==> config.mk <==
export PLATFORM = sky130hd
export DESIGN_NAME = phod_merge
export DESIGN_NICKNAME = d
export VERILOG_FILES = /design/src/design/phod_pkg.sv /design/src/design/phod_merge.sv
export SDC_FILE = /design/constraint.sdc
export NUM_CORES = 1
export LEC_CHECK = 0
export ABC_AREA = 1
export BUFFER_PORTS_ARGS = -buffer_cell sky130_fd_sc_hd__buf_2
export CAP_MARGIN = 20
export CORE_AREA = 2 2 76 78
export DETAILED_ROUTE_END_ITERATION = 10
export DIE_AREA = 0 0 78 80
export MAX_ROUTING_LAYER = met4
export PLACE_DENSITY = 0.86
export SLEW_MARGIN = 20
export SYNTH_ARGS = -nofsm -noshare
export SYNTH_HDL_FRONTEND = slang
export SYNTH_SLANG_ARGS = --single-unit
==> constraint.sdc <==
create_clock -name vclk -period 4
set_clock_uncertainty 0.1 [all_clocks]
set_input_delay 0.8 -clock vclk [all_inputs]
set_output_delay 0.8 -clock vclk [all_outputs]
set_load 0.02 [all_outputs]
==> src/design/phod_pkg.sv <==
package phod_pkg;

  localparam int PIXEL_COLUMNS = 400;
  localparam int PIXEL_ROWS    = 192;
  localparam int COUNT_BITS    = 24;

  // Four ToT nibbles per hit word, one lane (memory bank) per nibble.
  localparam int LANES         = 4;
  localparam int COLS_PER_BANK = (PIXEL_COLUMNS + LANES - 1) / LANES;
  localparam int BANK_DEPTH    = COLS_PER_BANK * PIXEL_ROWS;
  localparam int ADDR_W        = $clog2(BANK_DEPTH);

  localparam logic [COUNT_BITS-1:0] BIN_MAX = {COUNT_BITS{1'b1}};

  localparam logic [31:0] IDLE_WORD      = 32'hFFFF_FFFF;
  localparam int          HEADER_BIT     = 25;
  localparam int          CORE_COL_SHIFT = 26;
  localparam int          CORE_ROW_SHIFT = 20;
  localparam int          REGION_SHIFT   = 16;
  localparam logic [5:0]  CORE_MASK      = 6'h3F;
  localparam logic [3:0]  EMPTY_TOT      = 4'hF;

  localparam logic REQ_WORD = 1'b0;
  localparam logic REQ_READ = 1'b1;

  typedef logic [LANES-1:0][COUNT_BITS-1:0] lane_data_t;

  // Control for one lane in a given cycle.
  typedef struct packed {
    logic clear;
    logic write;
  } lane_ctrl_t;

  // Decoded request held while the item is being worked on.
  typedef struct packed {
    logic             is_read;
    logic             rd_ok;
    logic [1:0]       rd_lane;
    logic [LANES-1:0] hit;
    logic [LANES-1:0] wr_ok;
  } item_t;

endpackage

==> src/design/phod_merge.sv <==
module phod_merge (
  input  phod_pkg::item_t      item,
  input  phod_pkg::lane_data_t lane_data,
  input  logic [31:0]          total,
  output logic [23:0]          bin_count,
  output logic [2:0]           hits_in_word,
  output logic [31:0]          total_next
);
  import phod_pkg::*;

  logic [31:0] bin_wide;
  logic [32:0] sum;

  always_comb begin
    hits_in_word = '0;
    for (int k = 0; k < LANES; k++) begin
      hits_in_word = hits_in_word + 3'(item.hit[k]);
    end
  end

  // The total saturates rather than wrapping.
  assign sum        = {1'b0, total} + 33'(hits_in_word);
  assign total_next = sum[32] ? 32'hFFFF_FFFF : sum[31:0];

  assign bin_wide  = 32'(lane_data[item.rd_lane]);
  assign bin_count = (item.is_read && item.rd_ok) ? bin_wide[23:0] : 24'd0;

endmodule

# [Word level (Yosys, flattened, before mapping)]
# Index checks and enable logic that the tools add are counted.
[classes] n_addsub=4 magnitude_cmp=1 muxes=4 n_reduce_logical=1
[op_table] cell="$bmux 24 s2" count=1
[op_table] cell="$mux 24" count=2
[op_table] cell="$add 32x3->33" count=1
[op_table] cell="$mux 32" count=1
[op_table] cell="$add 2x1->3" count=1
[op_table] cell="$add 3x1->3" count=1
[op_table] cell="$lt 2x3->1 const B" count=1
[op_table] cell="$add 1x1->2" count=1
[op_table] cell="$logic_and 1x1->1" count=1
[word_totals] register_bits=0 in_bits=140 out_inout_bits=59 elab_cells=10

# [Longest topological paths before layout]
# Gate-level depths: netlist (run 1).
[logic_depth] word_depth=5 mapped_depth=14

# [Least setup slack after synthesis (run 1)]
# Ideal clock, no wire load.
[synth_timing] path_type="input to output" startpoint="in item[4] (netlist name)" endpoint="out total_next[11]" arrival_time_ns=3.183 slack_ns=-0.083 cell_stages=14 n_path_buf=2 path_cell_list="fa_1 -> ha_1 -> ha_1 -> inv_1 -> fa_1 -> inv_1 -> nand3_1 -> nand2_2 -> nand2_4 -> nor2_4 -> nand2_2 -> buf_6 -> buf_8 -> nand2_2"
[synth_between] elab_chain_cells=5
[synth_lines] element="start: declaration" line="phod_merge.sv:2" text="input phod_pkg::item_t item,"
[synth_lines] element="$add 1x1->2" line="phod_merge.sv:17" text="hits_in_word = hits_in_word + 3'(item.hit[k]);"
[synth_lines] element="$add 2x1->3" line="phod_merge.sv:17"
[synth_lines] element="$add 3x1->3" line="phod_merge.sv:17"
[synth_lines] element="net hits_in_word[1]" line="phod_merge.sv:6" text="output logic [2:0] hits_in_word,"
[synth_lines] element="$add 32x3->33" line="phod_merge.sv:22" text="assign sum = {1'b0, total} + 33'(hits_in_word);"
[synth_lines] element="$mux 32" line="phod_merge.sv:23" text="assign total_next = sum[32] ? 32'hFFFF_FFFF : sum[31:0];"
[synth_lines] element="end: declaration" line="phod_merge.sv:7" text="output logic [31:0] total_next"
# The timed path passes the listed nets, and every way through them passes these cells.

# [Worst setup path in the final report (run 1)]
[layout_timing] startpoint="in item[4] (netlist name)" endpoint="out total_next[14]"
[layout_between] elab_chain_cells=5
[layout_lines] element="$add 1x1->2" line="phod_merge.sv:17"
[layout_lines] element="$add 2x1->3" line="phod_merge.sv:17"
[layout_lines] element="$add 3x1->3" line="phod_merge.sv:17"
[layout_lines] element="$add 32x3->33" line="phod_merge.sv:22"
[layout_lines] element="$mux 32" line="phod_merge.sv:23"
# No other way between the ends.

==> results of run 1 <==
through the flow:
stage	power, uW	worst slack [ns]
3_3_place_gp	350	-0.214
3_5_place_dp	358	-0.232
6_report	446	-0.167
5_1_grt	480	-0.242
2_1_floorplan	207	0.00375
4_1_cts	412	-0.0908
cells by family after synthesis:
group	Yosys count
adder cells (fa/ha/maj)	7
AND/OR/NAND/NOR	302
XOR/XNOR	5
buffers and inverters	52
AO/OA/AOI/OAI	79
final timing paths:
check / from / end / slack [ns] / cells past startpoint
worst max-delay path: item[4] / total_next[14] / -0.17 / 15
worst min-delay path: total[31] / total_next[31] / 1.86 / 4
where the power goes:
part | switching [uW] | leakage [uW] | internal [uW]
clock network | 0 | 0 | 0
logic | 251 | 0.00203 | 195
registers | 0 | 0 | 0
total | 251 | 0.00203 | 195
area by class of cell:
cell class                 instances  area (sq um)  share of cell area, %
tap                               72          90.1                   2.37
inverter                          32           120                   3.17
timing repair buffer             215          1410                   37.2
multi-input combinational        393          2170                   57.3
per-layer routing:
metal | track usage (%) | share of wire [%]
met2 | 57.1 | 50
met4 | 9.82 | 3.6
met3 | 2.38 | 7.2
met1 | 37.2 | 39
met5 | - | 0
cells in the final DEF (no fill, tap or decap), drive strengths merged:
cell type / netlist / final
buf: 9 / 213
nor2: 143 / 143
nand2: 112 / 112
o21ai: 54 / 54
nand3: 35 / 35
inv: 32 / 32
a21oi: 25 / 25
nand3b: 7 / 7
ha: 5 / 5
or2: 3 / 3
xor2: 3 / 3
nand4: 2 / 2
clkbuf: 11 / 2
xnor2: 2 / 2
fa: 2 / 2
timing repair:
action | 4_1_cts | 5_1_grt
pin swaps | 16 | 8
resized for setup | 99 | 29
setup buffers | 2 | 0
endpoints found under the setup margin | 32 | 32
cloned | 1 | 2
worst max-delay path, delay by kind of cell:
| kind | cells | cell delay (ns) |
|---|---|---|
| adders and majority gates | 4 | 1.33 |
| buffers and inverters | 5 | 0.56 |
| and+or+nand+nor | 6 | 0.58 |
==> summary.txt, run 1 <==
Syn Inst Count: 445
critical path's slowest cell: fa_1
routed via count: 3770
Final setup viols: 32
Area growth, synth to finish: 83.2%
top cell type's share of synthesized area: 24.5%
DRT iter0 DRCs: 237
worst path cell trace: buf_6, fa_1, ha_4, ha_4, inv_2, fa_2, inv_2, nand3_4, nand2_4, nand2_4, nor2_4, nand2_4, clkbuf_16, nand3_4, buf_6
Initial Util: 38.3%
HPWL after detailed placement: 7.65 mm
total routed wirelength: 10.8 mm
actual transition at the worst max-transition pin: 0.850 ns
Setup CP Type: primary input to output pin
Layout Cells excl Fill: 712
syn nets: 592
Synth Area in XOR/XNOR: 2.11%
Simple-Gate Fraction of Synth Area: 63.1%
Synthesis Warnings: 0
Die Footprint: 6240 sq um
GPL Wtd Cong: 0.942
crit path max fanout: 8
Max-Cap Viols: 0
Hold Worst Slack: 1.86 ns
dpl cell area: 3180 sq um
first-pass GRT wire length: 15.9 mm
layout cell share with drive strength beyond 1: 43.8%
max-slew violations: 0
CP max stage delay: 0.52 ns
Period minus WS final: 4.17 ns
setup TNS: -4.09 ns
post-synthesis mux area share: 0%
nets: 789
# clk buffers: 0
design area: 3790 sq um
final worst path period share: 104%
Synth Area in Adders: 4.95%
GRT Total Usage: 31.5%
CTS Hold Bufs: 0
Core Region: 5410 sq um
IO buf count: 195
Syn Area/Cell: 4.65 sq um
failing checks: negative setup slack
largest net degree at the start of global routing: 30
WL per Instance: 15.1 microns
final worst slack: -0.167 ns
remaining routing DRC violations: 0
Die Height: 80 microns
Power Density: 118 nW/um^2
top-count cell post-synth: nor2_1
Compound-Gate Fraction of Synth Area: 19.1%
FF+latch count: 0
combinational family with the most area after synthesis: simple AND/OR/NAND/NOR gates
Filler Cell Count: 445
FF+latch area: 0 sq um
GR Overflow Total: 0
Core Util, Final: 70.2%
Die Span X: 78 microns
Initial DRT Pass Iterations: 5
final hold violation count: 0
synth unique cells: 23
Arr. time, crit path: 3.27 ns
dominant cells by area after synthesis: nor2_1, nand2_1, o21ai_0, nand3_1, a21oi_1
area leader, netlist: nor2_1
cell leakage power: 0.00203 uW
Avg Vias per Cell: 5.29
outcome: complete, but fails checks
Site Rows: 27
area of the mapped netlist: 2070 sq um
Req. time, crit path: 3.10 ns
io pins: 199
vias in the first global route: 3519
RSZ-0062 raised after global routing: true
DRT antenna net count: 0
sequential element share of the synthesized area: 0%
diode count: 0
initial antenna violation count: 0
crit-path most repeated cell: nand2_4
Hold Crit Class: primary input to output pin
Placed Cells: 708
Worst Setup End Kind: output pin
Max-slew headroom: 43.2%
top post-synthesis cells by count: nor2_1, nand2_1, o21ai_0
Peak Freq: 240 MHz
CP Launch Type: primary input
Peak supply drop: 0.144 mV
No activity file was read; power rests on OpenSTA's default activity.
==> inputs of run 2 (changes only) <==
--- a/config.mk
+++ b/config.mk
@@ -6,6 +6,7 @@
 export NUM_CORES = 1
 export LEC_CHECK = 0
 export ABC_AREA = 1
+export ABC_CLOCK_PERIOD_IN_PS = 4000
 export BUFFER_PORTS_ARGS = -buffer_cell sky130_fd_sc_hd__buf_2
 export CAP_MARGIN = 20
 export CORE_AREA = 2 2 76 78
@@ -13,6 +14,7 @@
 export DIE_AREA = 0 0 78 80
 export MAX_ROUTING_LAYER = met4
 export PLACE_DENSITY = 0.86
+export SETUP_SLACK_MARGIN = 0.02
 export SLEW_MARGIN = 20
 export SYNTH_ARGS = -nofsm -noshare
 export SYNTH_HDL_FRONTEND = slang
==> run 2 against run 1 <==
Utilization fell by 2.4 points. Combinational power fell by 2%. First-iteration DRC count rose by 84%. Flip-flop and latch count did not move. The run still ends with negative setup slack left. Largest cell class unchanged. Critical path depth did not move. Die area did not move. Non-clock buffer count fell by 5.
==> summary.txt, run 2 (same netlist as run 1, synthesis figures left out) <==
layout cell share with drive strength beyond 1: 43.0%
GPL Wtd Cong: 0.962
most frequent cells in the layout: buf_2, nor2_1, nand2_1, o21ai_0, buf_6
dpl cell area: 3150 sq um
Die Footprint: 6240 sq um
initial antenna violation count: 0
CP Launch Type: primary input
multi-input logic area: 2120 sq um
IO buf count: 195
GRT Total Usage: 29.9%
Avg Vias per Cell: 5.50
final hold violation count: 0
DRT iter0 DRCs: 437
DRT antenna net count: 0
diode count: 0
failing checks: negative setup slack
Die Span X: 78 microns
final worst path period share: 105%
final total power: 437 uW
Initial Util: 38.3%
Site Rows: 27
Max-slew headroom: 42.6%
FF+latch count: 0
Initial DRT Pass Iterations: 7
Core Region: 5410 sq um
RSZ-0062 raised after global routing: true
vias in the first global route: 3429
first-pass GRT wire length: 15.2 mm
Die Height: 80 microns
io pins: 199
largest net degree at the start of global routing: 49
Filler Cell Count: 450
Final setup viols: 32
actual transition at the worst max-transition pin: 0.859 ns
# clk buffers: 0
WL per Instance: 15.5 microns
cell leakage power: 0.00197 uW
HPWL after detailed placement: 7.56 mm
GR Overflow Total: 0
Period minus WS final: 4.18 ns
Power Density: 119 nW/um^2
routed via count: 3887
Max-Cap Viols: 0
final worst slack: -0.182 ns
hold depth: 4
max-slew violations: 0
Peak Freq: 239 MHz
design area: 3660 sq um
Area growth, synth to finish: 76.9%
remaining routing DRC violations: 0
Peak supply drop: 0.110 mV
outcome: complete, but fails checks
FF+latch area: 0 sq um
total routed wirelength: 11.0 mm
nets: 784
commonest non-fill, non-tap cell in the layout: buf_2
Setup CP Type: primary input to output pin
Worst Setup End Kind: output pin
Arr. time, crit path: 3.28 ns
crit path max fanout: 3
Hold Crit Class: primary input to output pin
Req. time, crit path: 3.10 ns
==> run 2: cell count changes in the layout (fill, tap and decap cells not counted), sizes merged <==
cell / change
buf: -5
==> run 2: power by group <==
part | leakage [uW] | internal (uW) | switching (uW)
sequential | 0 | 0 | 0
clock | 0 | 0 | 0
combinational | 0.00197 | 186 | 251
total | 0.00197 | 186 | 251
==> run 2: routing by layer <==
| metal | track usage, % | share of wire [%] | vias to the layer above | wire (microns) |
|---|---|---|---|---|
| li1 | - | - | 1802 | - |
| met1 | 34.1 | 35 | 1717 | 3830 |
| met2 | 56.6 | 50 | 289 | 5440 |
| met3 | 1.92 | 10 | 79 | 1130 |
| met4 | 8.07 | 5.1 | 0 | 563 |
| met5 | - | 0 | - | 0 |
==> run 2: layout make-up <==
class	instances	share of cell area, %
inverter	32	3.28
tap	72	2.46
multi-input combinational	393	57.9
timing repair buffer	210	36.3
==> run 2: worst paths after layout <==
kind | start | endpoint | slack [ns]
hold / removal | total[6] | total_next[6] | 1.84
setup / recovery | item[4] | total_next[12] | -0.18
==> run 2: through the flow <==
step	setup slack [ns]	hold WS [ns]	setup TNS (ns)	util, %	cells
6_report	-0.182	1.84	-4.18	67.8	707
5_1_grt	-0.227	1.87	-6.09	67.8	707
3_3_place_gp	-0.197	1.86	-4.71	58.4	703
3_5_place_dp	-0.281	1.86	-7.43	58.4	703
4_1_cts	-0.106	1.84	-2.28	63.7	704
2_1_floorplan	0.0183	1.64	0	-	445
==> run 2: timing repair <==
item / 4_1_cts / 5_1_grt
setup buffers: 1 / 1
pin swaps: 6 / 11
gates resized for setup: 81 / 34
cloned: 0 / 2
endpoints found under the setup margin: 32 / 32
hold buffers: 0 / 0
==> run 2: critical path, cell delays in order <==
cell     delay, ns
buf_6         0.10
fa_2          0.49
ha_4          0.18
ha_4          0.26
inv_2         0.03
fa_2          0.35
inv_2         0.10
nand2_1       0.08
nand2_1       0.08
nand2_2       0.09
nor2_4        0.19
buf_4         0.14
xnor2_1       0.14
nand2_2       0.08
buf_4         0.16
